## config.mk

```make
export PLATFORM = sky130hd
export DESIGN_NAME = x86_next_instruction_resolver_top
export DESIGN_NICKNAME = d
export VERILOG_FILES = /design/src/design/xnir_pkg.sv /design/src/design/xnir_cond.sv /design/src/design/xnir_resolve.sv /design/src/design/x86_next_instruction_resolver_top.sv
export SDC_FILE = /design/constraint.sdc
export NUM_CORES = 1
export LEC_CHECK = 0
export BUFFER_PORTS_ARGS = -buffer_cell sky130_fd_sc_hd__buf_2
export CORE_ASPECT_RATIO = 1.2
export CORE_MARGIN = 2
export CORE_UTILIZATION = 40
export DETAILED_ROUTE_END_ITERATION = 10
export MAX_ROUTING_LAYER = met4
export SYNTH_ARGS = -nofsm -noshare
export SYNTH_HDL_FRONTEND = slang
export SYNTH_SLANG_ARGS = --single-unit
```

## constraint.sdc

```tcl
create_clock -name clk -period 5.8 [get_ports clk]
set_clock_uncertainty 0.05 [all_clocks]
set_input_delay 0.58 -clock clk [delete_from_list [all_inputs] [get_ports clk]]
set_output_delay 0.58 -clock clk [all_outputs]
set_load 0.02 [all_outputs]
```

## src/design/xnir_pkg.sv

```systemverilog
// ----------------------------------------------------------------------------
// xnir_pkg: shared types and constants of the next-instruction resolver
// Opcode bytes, flag bit positions, route codes and the decoded item record.
// ----------------------------------------------------------------------------
package xnir_pkg;

	// Primary opcode bytes.
	localparam logic [7:0] OP_RET       = 8'hC3;
	localparam logic [7:0] OP_RET_IMM   = 8'hC2;
	localparam logic [7:0] OP_JMP_SHORT = 8'hEB;
	localparam logic [7:0] OP_JMP_NEAR  = 8'hE9;
	localparam logic [7:0] OP_CALL_NEAR = 8'hE8;
	localparam logic [7:0] OP_GRP_FF    = 8'hFF;
	localparam logic [7:0] OP_JCC_FIRST = 8'h70;
	localparam logic [7:0] OP_JCC_LAST  = 8'h7F;
	localparam logic [7:0] OP_ESCAPE    = 8'h0F;
	localparam logic [7:0] OP_JRCXZ     = 8'hE3;

	// Second opcode bytes after the escape.
	localparam logic [7:0] OP2_JCC_FIRST = 8'h80;
	localparam logic [7:0] OP2_JCC_LAST  = 8'h8F;

	// FF group reg field values that branch.
	localparam logic [2:0] FF_REG_CALL = 3'd2;
	localparam logic [2:0] FF_REG_JMP  = 3'd4;

	// ModRM mod and rm codes.
	localparam logic [1:0] MOD_INDIRECT = 2'd0;
	localparam logic [1:0] MOD_REGISTER = 2'd3;
	localparam logic [2:0] RM_RIP_REL   = 3'd5;

	// Flag bit positions in the low flags word.
	localparam int unsigned FLAG_CF = 0;
	localparam int unsigned FLAG_PF = 2;
	localparam int unsigned FLAG_ZF = 6;
	localparam int unsigned FLAG_SF = 7;
	localparam int unsigned FLAG_OF = 11;

	// Condition groups, taken from bits 3:1 of the condition code.
	localparam logic [2:0] CC_O  = 3'd0;
	localparam logic [2:0] CC_B  = 3'd1;
	localparam logic [2:0] CC_Z  = 3'd2;
	localparam logic [2:0] CC_BE = 3'd3;
	localparam logic [2:0] CC_S  = 3'd4;
	localparam logic [2:0] CC_P  = 3'd5;
	localparam logic [2:0] CC_L  = 3'd6;
	localparam logic [2:0] CC_LE = 3'd7;

	typedef enum logic [2:0] {
		ROUTE_FALL      = 3'd0,
		ROUTE_TAKEN     = 3'd1,
		ROUTE_NOT_TAKEN = 3'd2,
		ROUTE_REG       = 3'd3,
		ROUTE_MEM       = 3'd4
	} route_t;

	// One decoded instruction as held in the input register.
	typedef struct packed {
		logic [63:0] current_pc;
		logic [3:0]  insn_length;
		logic [7:0]  opcode;
		logic [7:0]  second_opcode;
		logic [7:0]  modrm_byte;
		logic        address_size_override;
		logic [31:0] branch_offset;
		logic [11:0] flag_bits;
		logic [63:0] count_register;
		logic [63:0] register_value;
		logic [63:0] loaded_value;
	} insn_t;

	// The resolved result.
	typedef struct packed {
		logic [63:0] next_pc;
		logic [63:0] load_address;
		logic        uses_load;
		route_t      route;
	} result_t;

endpackage

```

## src/design/xnir_cond.sv

```systemverilog
// ----------------------------------------------------------------------------
// xnir_cond: condition code evaluation
// Decides whether a conditional jump's condition holds for the given flags.
// ----------------------------------------------------------------------------
module xnir_cond (
	input  logic [3:0]  cc,
	input  logic [11:0] flags,
	output logic        holds
);
	import xnir_pkg::*;

	logic cf, pf, zf, sf, of_flag;
	logic base;

	assign cf      = flags[FLAG_CF];
	assign pf      = flags[FLAG_PF];
	assign zf      = flags[FLAG_ZF];
	assign sf      = flags[FLAG_SF];
	assign of_flag = flags[FLAG_OF];

	always_comb begin
		case (cc[3:1])
			CC_O:    base = of_flag;
			CC_B:    base = cf;
			CC_Z:    base = zf;
			CC_BE:   base = cf | zf;
			CC_S:    base = sf;
			CC_P:    base = pf;
			CC_L:    base = sf ^ of_flag;
			CC_LE:   base = zf | (sf ^ of_flag);
			default: base = 1'b0;
		endcase
	end

	// The low bit of the code inverts the condition.
	assign holds = base ^ cc[0];

endmodule

```

## src/design/xnir_resolve.sv

```systemverilog
// ----------------------------------------------------------------------------
// xnir_resolve: next-address resolution
// Classifies one decoded instruction and forms the next address, the target
// load address and the route code.
// ----------------------------------------------------------------------------
module xnir_resolve (
	input  xnir_pkg::insn_t   insn,
	output xnir_pkg::result_t res
);
	import xnir_pkg::*;

	logic [63:0] seq_pc;
	logic [63:0] off64;
	logic [63:0] rel_pc;
	logic [63:0] base_disp;
	logic [3:0]  cc;
	logic        cc_holds;
	logic        count_zero;
	logic [1:0]  modf;
	logic [2:0]  regf;
	logic [2:0]  rmf;
	logic [63:0] next_pc;
	logic [63:0] load_address;
	route_t      route;

	assign modf = insn.modrm_byte[7:6];
	assign regf = insn.modrm_byte[5:3];
	assign rmf  = insn.modrm_byte[2:0];

	assign off64     = {{32{insn.branch_offset[31]}}, insn.branch_offset};
	assign seq_pc    = insn.current_pc + {60'd0, insn.insn_length};
	assign rel_pc    = seq_pc + off64;
	assign base_disp = insn.register_value + off64;

	// Short conditional jumps carry the code in the opcode, near ones in
	// the byte after the escape.
	assign cc = (insn.opcode == OP_ESCAPE) ? insn.second_opcode[3:0] : insn.opcode[3:0];

	xnir_cond u_cond (
		.cc    (cc),
		.flags (insn.flag_bits),
		.holds (cc_holds)
	);

	assign count_zero = insn.address_size_override ? (insn.count_register[31:0] == 32'd0)
	                                               : (insn.count_register == 64'd0);

	always_comb begin
		next_pc      = seq_pc;
		load_address = 64'd0;
		route        = ROUTE_FALL;
		case (insn.opcode) inside
			OP_RET, OP_RET_IMM: begin
				load_address = insn.register_value;
				route        = ROUTE_MEM;
			end
			OP_JMP_SHORT, OP_JMP_NEAR, OP_CALL_NEAR: begin
				next_pc = rel_pc;
				route   = ROUTE_TAKEN;
			end
			OP_GRP_FF: begin
				if (regf == FF_REG_CALL || regf == FF_REG_JMP) begin
					if (modf == MOD_REGISTER) begin
						next_pc = insn.register_value;
						route   = ROUTE_REG;
					end else begin
						if (modf == MOD_INDIRECT) begin
							load_address = (rmf == RM_RIP_REL) ? rel_pc
							                                   : insn.register_value;
						end else begin
							load_address = base_disp;
						end
						route = ROUTE_MEM;
					end
				end
			end
			[OP_JCC_FIRST:OP_JCC_LAST]: begin
				next_pc = cc_holds ? rel_pc : seq_pc;
				route   = cc_holds ? ROUTE_TAKEN : ROUTE_NOT_TAKEN;
			end
			OP_JRCXZ: begin
				next_pc = count_zero ? rel_pc : seq_pc;
				route   = count_zero ? ROUTE_TAKEN : ROUTE_NOT_TAKEN;
			end
			OP_ESCAPE: begin
				if (insn.second_opcode inside {[OP2_JCC_FIRST:OP2_JCC_LAST]}) begin
					next_pc = cc_holds ? rel_pc : seq_pc;
					route   = cc_holds ? ROUTE_TAKEN : ROUTE_NOT_TAKEN;
				end
			end
			default: begin
				next_pc = seq_pc;
			end
		endcase
		// Returns and memory-indirect branches take the target from memory.
		if (route == ROUTE_MEM) begin
			next_pc = insn.loaded_value;
		end
	end

	assign res.next_pc      = next_pc;
	assign res.load_address = load_address;
	assign res.uses_load    = (route == ROUTE_MEM);
	assign res.route        = route;

endmodule

```

## src/design/x86_next_instruction_resolver_top.sv

```systemverilog
// ----------------------------------------------------------------------------
// x86_next_instruction_resolver_top: next-instruction address resolver
// Resolves the address of the instruction that follows one decoded x86-64
// instruction, with the memory address read for indirect branches and returns.
// ----------------------------------------------------------------------------
// The block takes one decoded instruction beat in every clock cycle: busy is
// held low, so a beat is accepted at every rising edge at which start is high.
// Each accepted beat produces exactly one result beat, which passes the input
// register and then the result register and is marked by done for a single
// cycle; the receiver cannot stall and must capture the result in that cycle.
// The full decode and the address adders lie between those two registers.
// Results leave in the order in which beats arrived. For a return or a
// memory-indirect jump or call, the caller must present the qword found at the
// resulting load address on loaded_value together with the instruction, since
// the block performs no memory access itself. The block holds no state besides
// its pipeline, and the addresses wrap modulo two to the sixty-fourth power.
// ----------------------------------------------------------------------------
module x86_next_instruction_resolver_top (
	input  logic        clk,
	input  logic        arst_n,
	input  logic        start,
	output logic        busy,
	input  logic [63:0] current_pc,
	input  logic [3:0]  insn_length,
	input  logic [7:0]  opcode,
	input  logic [7:0]  second_opcode,
	input  logic [7:0]  modrm_byte,
	input  logic        address_size_override,
	input  logic signed [31:0] branch_offset,
	input  logic [11:0] flag_bits,
	input  logic [63:0] count_register,
	input  logic [63:0] register_value,
	input  logic [63:0] loaded_value,
	output logic        done,
	output logic [63:0] next_pc,
	output logic [63:0] load_address,
	output logic        uses_load,
	output logic [2:0]  route
);
	import xnir_pkg::*;

	logic    accept;
	logic    valid_s1;
	insn_t   insn_s1;
	result_t res_comb;
	logic    done_s2;
	result_t res_s2;

	// The pipeline never fills up, so the block never refuses a beat.
	assign busy   = 1'b0;
	assign accept = start & ~busy;

	// Input register: valid bit under reset, payload without.
	always_ff @(posedge clk or negedge arst_n) begin
		if (!arst_n) begin
			valid_s1 <= 1'b0;
		end else begin
			valid_s1 <= accept;
		end
	end

	always_ff @(posedge clk) begin
		if (accept) begin
			insn_s1.current_pc            <= current_pc;
			insn_s1.insn_length           <= insn_length;
			insn_s1.opcode                <= opcode;
			insn_s1.second_opcode         <= second_opcode;
			insn_s1.modrm_byte            <= modrm_byte;
			insn_s1.address_size_override <= address_size_override;
			insn_s1.branch_offset         <= branch_offset;
			insn_s1.flag_bits             <= flag_bits;
			insn_s1.count_register        <= count_register;
			insn_s1.register_value        <= register_value;
			insn_s1.loaded_value          <= loaded_value;
		end
	end

	// Decode, condition evaluation and address arithmetic.
	xnir_resolve u_resolve (
		.insn (insn_s1),
		.res  (res_comb)
	);

	// Result register: the strobe is cleared by reset.
	always_ff @(posedge clk or negedge arst_n) begin
		if (!arst_n) begin
			done_s2 <= 1'b0;
		end else begin
			done_s2 <= valid_s1;
		end
	end

	always_ff @(posedge clk) begin
		if (valid_s1) begin
			res_s2 <= res_comb;
		end
	end

	assign done         = done_s2;
	assign next_pc      = res_s2.next_pc;
	assign load_address = res_s2.load_address;
	assign uses_load    = res_s2.uses_load;
	assign route        = res_s2.route;

`ifndef SYNTH
	// Every accepted beat yields a result through the input and result registers.
	a_latency: assert property (@(posedge clk) disable iff (!arst_n)
		start |-> ##2 done)
		else $error("result strobe missing two cycles after accept");

	// No result appears without a matching accepted beat.
	a_no_spurious: assert property (@(posedge clk) disable iff (!arst_n)
		done |-> $past(start, 2))
		else $error("result strobe without a matching accept");

	// The load flag marks exactly the memory route.
	a_load_route: assert property (@(posedge clk) disable iff (!arst_n)
		done |-> (uses_load == (route == ROUTE_MEM)))
		else $error("uses_load disagrees with route");

	// Without a load, the load address reads as zero.
	a_load_addr: assert property (@(posedge clk) disable iff (!arst_n)
		(done && !uses_load) |-> (load_address == 64'd0))
		else $error("load address set on a route without a load");
`endif

endmodule

```

==> results.toml, run 1 <==
[synthesis]
synth_cell_types = 83
ys.flop_type = "edfxtp_1"
synth_fp_nets = 3143
syn_avg_cell_area_sq_um = 10.2
synth_common_cells = "454 x edfxtp_1, 278 x nand2_1, 251 x o21ai_0, 221 x a21oi_1, 211 x nor2_1"
yosysTopAreaCellShare_pct = 49.9
seq_area_frac_synth_pct = 50.1
async_flop_share_pct = 0.439
synth_area_leaders = "edfxtp_1 50%, ha_1 6.2%, o21ai_0 4.6%"
syn_inst = 2673
synth_edf_count = 454
yosys_warnings = 0
ys_ff_latch = 456
yosysMostFrequentCell = "edfxtp_1"
yosys.area.top_type = "edfxtp_1"
syn-cell-area_sq_um = 27300

[detailed_routing]
drtIter0Drc = 2063
dr.pass1.iters = 5
vias = 24700
drc = 0
vias_per_cell = 5.77
ant_nets = 0
finalWirelength_microns = 108000
wire_per_inst_microns = 25.2

[global_routing]
antenna_found_initial = 6
grt_max_degree = 134
overflow = 0
first_global_vias = 24800
grt_first_pass_wirelength_microns = 157000
grt_util_all_layers_pct = 30.7

[worst_setup_path]
cp-end-kind = "flop"
required_ns = 6.06
critPathTopFamily = "compound AO/OA/AOI/OAI gates"
crit_type = "flop to flop"
path_cells = "ha_1 -> inv_1 -> fa_1 -> inv_1 -> a21o_1 -> a21oi_1 -> buf_4 -> buf_4 -> nor4b_2 -> and3_1 -> xnor2_1 -> inv_1 -> ha_1 -> nand2_1 -> a2111o_1 -> a2111o_1 -> a2111oi_4 -> nor2_1 -> o21ai_0 -> xnor2_1 -> buf_4 -> a2bb2oi_1 -> o21ai_0"
timing.rr.start = "insn_s1[265]$_DFFE_PP_"
worst_ep_arrival_time_ns = 5.83
cpPeakStageDelay_ns = 0.53
path_buf_inv = 6
cp_max_fo = 5
startpoint = "insn_s1[265]$_DFFE_PP_"
crit_path_top_delay_cell = "a2111o_1"
start_kind = "flop"

[timing]
fin_ws_ns = 0.230
finalHoldViolations = 0
tightest_slew_ns = 1.19
rsz0062_at_grt = "true"
fin_crit_ns = 5.57
setup_viol = 0
slew_headroom_pct = 20.6
fin_crit_sh_pct = 96.0
fmax_mhz = 180
slew_violations = 0
finalSetupTns_ns = 0

[floorplan]
io_pins = 466
die-area_sq_um = 70400
fp.dieW_microns = 242
die_h_microns = 290
initial_core_util_pct = 40.6
rows = 104
core-area_sq_um = 67300

[clocking]
clockRootBuffer = "clkbuf_16"
cts_buffers = 48
clock_sinks = 456
cts_tree = "yes"
h-tree-depth = 2
cts_buffer_depth = 3
clkTransAtPathRegs_ns = 0.07
clkLatencyLatePin_ns = 0.63

[placement]
gp_congestion = 0.985
preCtsSetupSlack_ns = -0.0999
port_buffers = 457
post-dp-hpwl_microns = 83500

[pwr]
ir_drop_mv = 0.270
total_power_mw = 10.3
p_per_area_nw_per_um2 = 299
p_leak_nw = 14.0

[min_path]
worstHoldStart = "loaded_value[12]"
hold_path_class = "input pin to flop"

[run_status]
status = "completed"

[cells_and_area]
layout.nets = 3807
drive_gt1_share_pct = 26.0
final_core_util_pct = 51.0
area_delta_synth_final_pct = 25.6

[flow_run]
max_cap_viol_count = 0
## sequential cells by signal, summed over array words and instances, names as in the netlist
| name | flops |
|---|---|
| insn_s1 | 322 |
| load_address | 64 |
| next_pc | 64 |
| route | 3 |
| done | 1 |
| uses_load | 1 |
| valid_s1 | 1 |
## final timing paths
| path | to | slack, ns | cells past startpoint |
|---|---|---|---|
| worst max-delay path | load_address[42]$_DFFE_PP_ | 0.23 | 23 |
| worst min-delay path | insn_s1[12]$_DFFE_PP_ | 0.07 | 1 |
| worst max register to register | load_address[42]$_DFFE_PP_ | 0.23 | 23 |
| worst min register to register | next_pc[2]$_DFFE_PP_ | 0.46 | 2 |
| max in group asynchronous | valid_s1$_DFF_PN0_ | 5.35 | 2 |
| min in group asynchronous | valid_s1$_DFF_PN0_ | 0.24 | 2 |
## cells in the final DEF, fill, tap and decap left out, drive strengths merged, types with 66 or more instances in the layout
cell / synthesis / final
a21o: 79 / 79
a21oi: 221 / 221
buf: 16 / 756
edfxtp: 454 / 454
ha: 135 / 135
inv: 64 / 66
nand2: 278 / 278
nand3: 73 / 73
nor2: 212 / 212
o21ai: 253 / 253
xnor2: 109 / 109
xor2: 70 / 70
## routing by layer
metal / vias up / wire length, microns / track usage (%)
met5: - / 0 / -
met4: 0 / 5970 / 15.1
met3: 232 / 6920 / 3.76
met2: 1098 / 52200 / 51.4
met1: 11800 / 42500 / 36.8
li1: 11500 / - / -
## cells by family (layout without fill, tap and decap cells)
group | count (synthesis) | count (layout) | share of synthesized area [%]
and+or+nand+nor | 786 | 786 | 13.3
muxes | 17 | 17 | 0.646
AOI/OAI and AO/OA | 889 | 889 | 20.9
xor gates and xnor gates | 179 | 179 | 5.77
DFF | 456 | 456 | 50.1
buffers and inverters | 207 | 905 | 2.92
other | 1 | 7 | 0.0137
adders and majority gates | 138 | 138 | 6.41
## stage by stage
| step | instance area, sq um | instances | hold slack (ns) |
|---|---|---|---|
| 2_1_floorplan | 27300 | 2673 | 0.234 |
| 3_3_place_gp | 32500 | 4186 | 0.316 |
| 3_5_place_dp | 32500 | 4186 | 0.318 |
| 4_1_cts | 34200 | 4271 | 0.0375 |
| 5_1_grt | 34300 | 4277 | 0.0447 |
| 6_report | 34300 | 4278 | 0.0713 |
## timing repair
item | 4_1_cts | 5_1_grt
pin swaps | 0 | 4
setup buffers | 0 | 1
resized for setup | 3 | 17
gates cloned | 0 | 0
hold endpoints to repair | 2 | 0
hold buffers | 1 | 0
endpoints found under the setup margin | 5 | 39
## layout make-up
class | count | area (sq um)
multi-input combinational | 2010 | 13000
tap | 901 | 1130
inverter | 64 | 240
timing repair buffer | 757 | 4590
antenna | 6 | 15.0
sequential | 456 | 13700
fill | 6196 | 33000
clock buffer | 54 | 1220
clock inverter | 30 | 430
## power breakdown
group | switching (mW) | internal [mW] | total [mW] | leakage (nW)
Clock | 1.33 | 1.89 | 3.21 | 0.802
Combinational | 1.74 | 1.17 | 2.91 | 8.74
Sequential | 0.191 | 3.94 | 4.14 | 4.45
Total | 3.25 | 7.00 | 10.3 | 14.0
No activity file was read; power rests on OpenSTA's default activity.
==> inputs of run 2 (changes only) <==
- CORE_UTILIZATION: 40 -> 47
- PLACE_DENSITY: unset -> 0.69
==> run 2 against run 1 <==
Clock power shrank 8.1%. Cell count fell by 5.3%. Non-clock buffer count fell by 58. Critical path depth increased by 2. Final area down 2.6%. Combinational power shrank 3%. Hold slack improved by 0.014 ns. Critical path type unchanged. Critical endpoint is now next_pc[32]$_DFFE_PP_. Largest power group unchanged. Highest routed layer unchanged.
==> results.toml, run 2 (same netlist as run 1, synthesis figures left out) <==
[timing]
fin_crit_ns = 5.52
fin_ws_ns = 0.281
rsz0062_at_grt = "false"
tightest_slew_ns = 1.24
fin_crit_sh_pct = 95.2
setup_viol = 0
slew_violations = 0
slew_headroom_pct = 16.3
finalHoldViolations = 0
fmax_mhz = 181

[global_routing]
grtUsageMet2_pct = 56.0
top_usage_layer = "met2"
grt_util_met1_pct = 41.4
grt_max_degree = 143
overflow = 0
first_global_vias = 24300
antenna_found_initial = 8
grt_first_pass_wirelength_microns = 148000
grt_util_all_layers_pct = 34.3
grt_util_met3_pct = 5.29

[pwr]
combPwrFrac_pct = 28.6
pwr-share-clk_pct = 29.8
seq_power_share_pct = 41.7
p_per_area_nw_per_um2 = 296
swShare_pct = 32.1
p_leak_nw = 13.6
power.internal_mw = 6.72
ir_drop_mv = 0.266
switching_power_mw = 3.18

[worst_setup_path]
timing.rr.start = "insn_s1[261]$_DFFE_PP_"
cp_max_fo = 6
crit_type = "flop to flop"
cp-end-kind = "flop"
cpPeakStageDelay_ns = 0.62
required_ns = 6.11
worst_ep_arrival_time_ns = 5.83
critPathTopFamily = "compound AO/OA/AOI/OAI gates"
startpoint = "insn_s1[261]$_DFFE_PP_"
crit_path_top_delay_cell = "a221oi_1"
start_kind = "flop"
path_buf_inv = 8

[detailed_routing]
drc = 0
finalWirelength_microns = 103000
dr.pass1.iters = 6
drtIter0Drc = 2898
vias = 24900
vias_per_cell = 6.15
wire_per_inst_microns = 25.4
ant_nets = 0

[run_status]
status = "completed"

[cells_and_area]
layout_common_cells = "456 x buf_2, 454 x edfxtp_1, 278 x nand2_1"
multi_input_area_sq_um = 12900
area_delta_synth_final_pct = 22.3
layout.nets = 3747
largest_register_ffs = 322
regArea_sq_um = 13700
nFillCells = 4905
mostFrequentLayoutCell = "buf_2"
drive_gt1_share_pct = 24.3
stdcell_count = 4053
regMostFlops = "insn_s1"

[placement]
post-dp-hpwl_microns = 79400
dp.cells = 3962
gp_congestion = 1.01
port_buffers = 457
preCtsSetupSlack_ns = -0.0278

[clocking]
cts_buffer_depth = 3
clockRootBuffer = "clkbuf_16"
cts_buffers = 46
clkTransAtPathRegs_ns = 0.06
cts_tree = "yes"
clkLatencyLatePin_ns = 0.62
h-tree-depth = 2
clock_sinks = 456

[floorplan]
fp.dieW_microns = 224
initial_core_util_pct = 47.6
core-area_sq_um = 57300
die_h_microns = 268
die-area_sq_um = 60000
io_pins = 466
rows = 96

[min_path]
worstHoldStart = "count_register[28]"
hold_path_class = "input pin to flop"

[flow_run]
max_cap_viol_count = 0
run 2: area by class of cell:
type,instances,share of cell area [%]
repair buffers,699,12.4
multi-input cells,2010,38.6
flip-flops and latches,456,41.0
well taps,735,2.75
diodes,7,0.0525
clock inverters,31,0.944
clock buffers,51,3.50
inverters,64,0.719
run 2: through the flow:
step | util [%] | power, mW | setup TNS [ns] | hold WS [ns] | instance area [sq um]
final | 58.3 | 9.90 | 0 | 0.0854 | 33400
after global routing | 58.3 | 10.3 | 0 | 0.0651 | 33400
after CTS | 58.2 | 9.88 | 0 | 0.0597 | 33300
after detailed placement | 55.6 | 6.93 | -0.0278 | 0.316 | 31800
after global placement | 55.6 | 6.91 | 0 | 0.313 | 31800
after floorplan | - | 5.74 | 0 | 0.234 | 27300
run 2: worst paths after layout:
path                                     endpoint  slack [ns]  cells past startpoint
setup reg to reg            next_pc[32]$_DFFE_PP_        0.28                     25
max in group asynchronous      valid_s1$_DFF_PN0_        5.36                      2
hold / removal             insn_s1[156]$_DFFE_PP_        0.09                      1
hold reg to reg                    done$_DFF_PN0_        0.40                      0
min in group asynchronous      valid_s1$_DFF_PN0_        0.23                      2
setup / recovery            next_pc[32]$_DFFE_PP_        0.28                     25
run 2: repair_timing:
item / in CTS / in global routing
hold buffers: 1 / 0
endpoints found under the setup margin: 1 / 33
pin swaps: 0 / 1
endpoints found under the hold margin: 2 / 0
buffers inserted: 0 / 1
gates cloned: 0 / 0
gates resized for setup: 1 / 6
run 2: power by group through the flow:
stage | logic, mW | registers, mW | clock network (mW)
6_report | 2.83 | 4.13 | 2.95
5_1_grt | 3.03 | 4.15 | 3.12
4_1_cts | 2.77 | 4.12 | 2.99
3_5_place_dp | 2.75 | 4.19 | 0
3_3_place_gp | 2.73 | 4.18 | 0
2_1_floorplan | 1.49 | 4.25 | 0
run 2: routing by layer:
layer	wire (microns)	up-vias
met5	0	-
met4	5930	0
met3	8060	295
met2	48800	1306
met1	40100	11900
li1	-	11400
run 2: worst reg2reg max path, stage by stage, from the launching register on:
cell and delay [ns]:
edfxtp_1 0.33, ha_1 0.18, inv_1 0.06, fa_1 0.39, inv_1 0.07, a21o_1 0.12, a21oi_1 0.09, buf_4 0.17
nor2_4 0.18, nand4_1 0.21, or2_2 0.34, xor2_1 0.19, inv_1 0.09, ha_1 0.30, buf_4 0.15, nand4_1 0.15
nor2_1 0.19, inv_1 0.06, a2111oi_0 0.37, buf_4 0.18, nor2_1 0.09, o21ai_0 0.25, xor2_1 0.14, a221oi_1 0.62
buf_4 0.26, nor2_1 0.05
==> inputs of run 3 (changes only) <==
- CELL_PAD_IN_SITES_DETAIL_PLACEMENT: unset -> 0
- CELL_PAD_IN_SITES_GLOBAL_PLACEMENT: unset -> 1
- CORE_UTILIZATION: 47 -> 45
- PLACE_DENSITY: 0.69 -> unset
- PLACE_DENSITY_LB_ADDON: unset -> 0.1
==> run 3 against run 2 <==
Wire length rose by 0.76%. Sequential power about the same. First-iteration DRC count shrank 17%. Sequential share of layout area is 0.39 points lower. Register-to-register slack got worse by 0.08 ns. Sequential cell count is the same. Critical path type unchanged. Global-route usage decreased by 1.2 points. Non-clock buffer count rose by 15. Clock power up 5%. Combinational power about the same. Final area rose by 0.95%.
==> results.toml, run 3 (same netlist as run 1, synthesis figures left out) <==
[timing]
fmax_mhz = 179
tightest_slew_ns = 1.01
finalSetupTns_ns = 0
fin_crit_ns = 5.60
slew_violations = 0
rsz0062_at_grt = "false"
fin_crit_sh_pct = 96.5
finalHoldViolations = 0
setup_viol = 0
slew_headroom_pct = 31.9
hold_slack_ns = 0.0920

[clocking]
cts_buffer_depth = 3
cts_buffers = 46
h-tree-depth = 2
clock_sinks = 456
clkTransAtPathRegs_ns = 0.07
clockRootBuffer = "clkbuf_16"
cts_tree = "yes"
clkLatencyLatePin_ns = 0.61

[worst_setup_path]
cp_max_fo = 6
crit_type = "flop to flop"
reg2reg_depth = 22
cpPeakStageDelay_ns = 0.50
crit_path_top_delay_cell = "a2111o_1"
crit_path_frequent_cell = "inv_1"
timing.rr.start = "insn_s1[261]$_DFFE_PP_"
start_kind = "flop"
worst_ep_arrival_time_ns = 6.00
path_cells = "ha_1 -> inv_1 -> fa_1 -> inv_1 -> a21o_1 -> a21oi_1 -> buf_4 -> nor4b_2 -> and3_1 -> xnor2_1 -> inv_1 -> ha_1 -> buf_4 -> nand2_1 -> a2111o_1 -> a2111o_1 -> a2111oi_4 -> o21ai_2 -> a2111oi_4 -> nor4_1 -> or3_1 -> a21oi_1"
ff2ff_setup_slack_ns = 0.20
required_ns = 6.20
cp-end-kind = "flop"
r2r_end = "next_pc[58]$_DFFE_PP_"

[placement]
gp_congestion = 0.993
post-dp-hpwl_microns = 79800
port_buffers = 457

[detailed_routing]
vias = 24700
dr.pass1.iters = 6
drc = 0
ant_nets = 0
drtIter0Drc = 2407
vias_per_cell = 5.97
wire_per_inst_microns = 25.1
finalWirelength_microns = 104000

[floorplan]
die-area_sq_um = 62700
rows = 98
fp.dieW_microns = 229
initial_core_util_pct = 45.6
die_h_microns = 274
io_pins = 466
core-area_sq_um = 59800

[global_routing]
antenna_found_initial = 6
grtUsageMet2_pct = 56.0
grt_first_pass_wirelength_microns = 150000
top_usage_layer = "met2"
first_global_vias = 24400
grt_max_degree = 133
overflow = 0
grt_util_met1_pct = 40.6
grt_util_all_layers_pct = 33.1
grt_util_met3_pct = 3.86

[run_status]
status = "completed"

[flow_run]
max_cap_viol_count = 0

[pwr]
ir_drop_mv = 0.289
p_leak_nw = 13.7
p_per_area_nw_per_um2 = 299

[cells_and_area]
nFillCells = 5349
largest_register_ffs = 322
area_delta_synth_final_pct = 23.5
mostFrequentLayoutCell = "buf_2"
regMostFlops = "insn_s1"
drive_gt1_share_pct = 25.0
layout.nets = 3762
layout_common_cells = "456 x buf_2, 454 x edfxtp_1, 278 x nand2_1"

[min_path]
worstHoldStart = "loaded_value[13]"
hold_path_class = "input pin to flop"
worstHoldPathCells = 1
holdPathEnd = "insn_s1[13]$_DFFE_PP_"
[run 3: cell count changes in the layout (fill, tap and decap cells not counted), moves of 2 or more]
cell / delta
o21ai_1: +3
bufinv_16: +3
a221oi_1: -2
o21ai_0: -4
diode_2: -3
a221oi_2: +2
buf_4: +16
clkinv_1: -5
[run 3: power by group]
| part | total, mW | switching (mW) | internal (mW) |
|---|---|---|---|
| sequential | 4.13 | 0.191 | 3.94 |
| clock | 3.10 | 1.31 | 1.79 |
| combinational | 2.83 | 1.70 | 1.13 |
| total | 10.1 | 3.20 | 6.87 |
[run 3: repair_timing]
item | 4_1_cts | 5_1_grt
resized for setup | 2 | 17
setup buffers | 0 | 1
hold buffers | 1 | 0
pin swaps | 0 | 2
endpoints found under the hold margin | 2 | 0
setup endpoints to repair | 3 | 28
[run 3: metal layers]
layer / part of all wire (%) / wire length [microns]
met1: 40 / 41300
met2: 49 / 50900
met3: 6.7 / 6920
met4: 4.4 / 4550
met5: 0 / 0
[run 3: area by class of cell]
cell class / count / area, sq um / area share (%)
clock inverters: 32 / 420 / 1.25
diodes: 4 / 10.0 / 0.0297
multi-input cells: 2010 / 12900 / 38.4
flip-flops and latches: 456 / 13700 / 40.6
well taps: 800 / 1000 / 2.97
clock buffers: 50 / 1170 / 3.46
repair buffers: 714 / 4250 / 12.6
inverters: 64 / 240 / 0.713
[run 3: worst max path at each step]
stage | cells past startpoint | from | to | slack [ns]
after global routing | 25 | insn_s1[261]$_DFFE_PP_ | load_address[61]$_DFFE_PP_ | 0.009
after global placement | 24 | insn_s1[261]$_DFFE_PP_ | load_address[50]$_DFFE_PP_ | 0.13
after floorplan | 20 | insn_s1[261]$_DFFE_PP_ | next_pc[62]$_DFFE_PP_ | 0.92
after detailed placement | 27 | insn_s1[261]$_DFFE_PP_ | next_pc[60]$_DFFE_PP_ | 0.007
final | 22 | insn_s1[261]$_DFFE_PP_ | next_pc[58]$_DFFE_PP_ | 0.20
after CTS | 27 | insn_s1[261]$_DFFE_PP_ | next_pc[60]$_DFFE_PP_ | 0.04
[run 3: per-stage QoR]
stage / worst slack (ns) / power, mW / util (%) / cell area (sq um) / std cells
2_1_floorplan: 0.917 / 5.74 / - / 27300 / 2673
3_3_place_gp: 0.133 / 6.93 / 53.5 / 32000 / 4042
3_5_place_dp: 0.00742 / 6.95 / 53.5 / 32000 / 4042
4_1_cts: 0.0407 / 10.1 / 56.2 / 33600 / 4125
5_1_grt: 0.00853 / 10.5 / 56.3 / 33700 / 4130
6_report: 0.201 / 10.1 / 56.3 / 33700 / 4130
[run 3: critical path, delay by kind of cell, from the launching register on]
family,cells,cell delay [ns]
AO/OA/AOI/OAI,8,2.43
AND/OR/NAND/NOR,5,1.04
adder cells (fa/ha/maj),3,0.93
buffers and inverters,5,0.52
flip-flops,1,0.33
XOR/XNOR,1,0.13
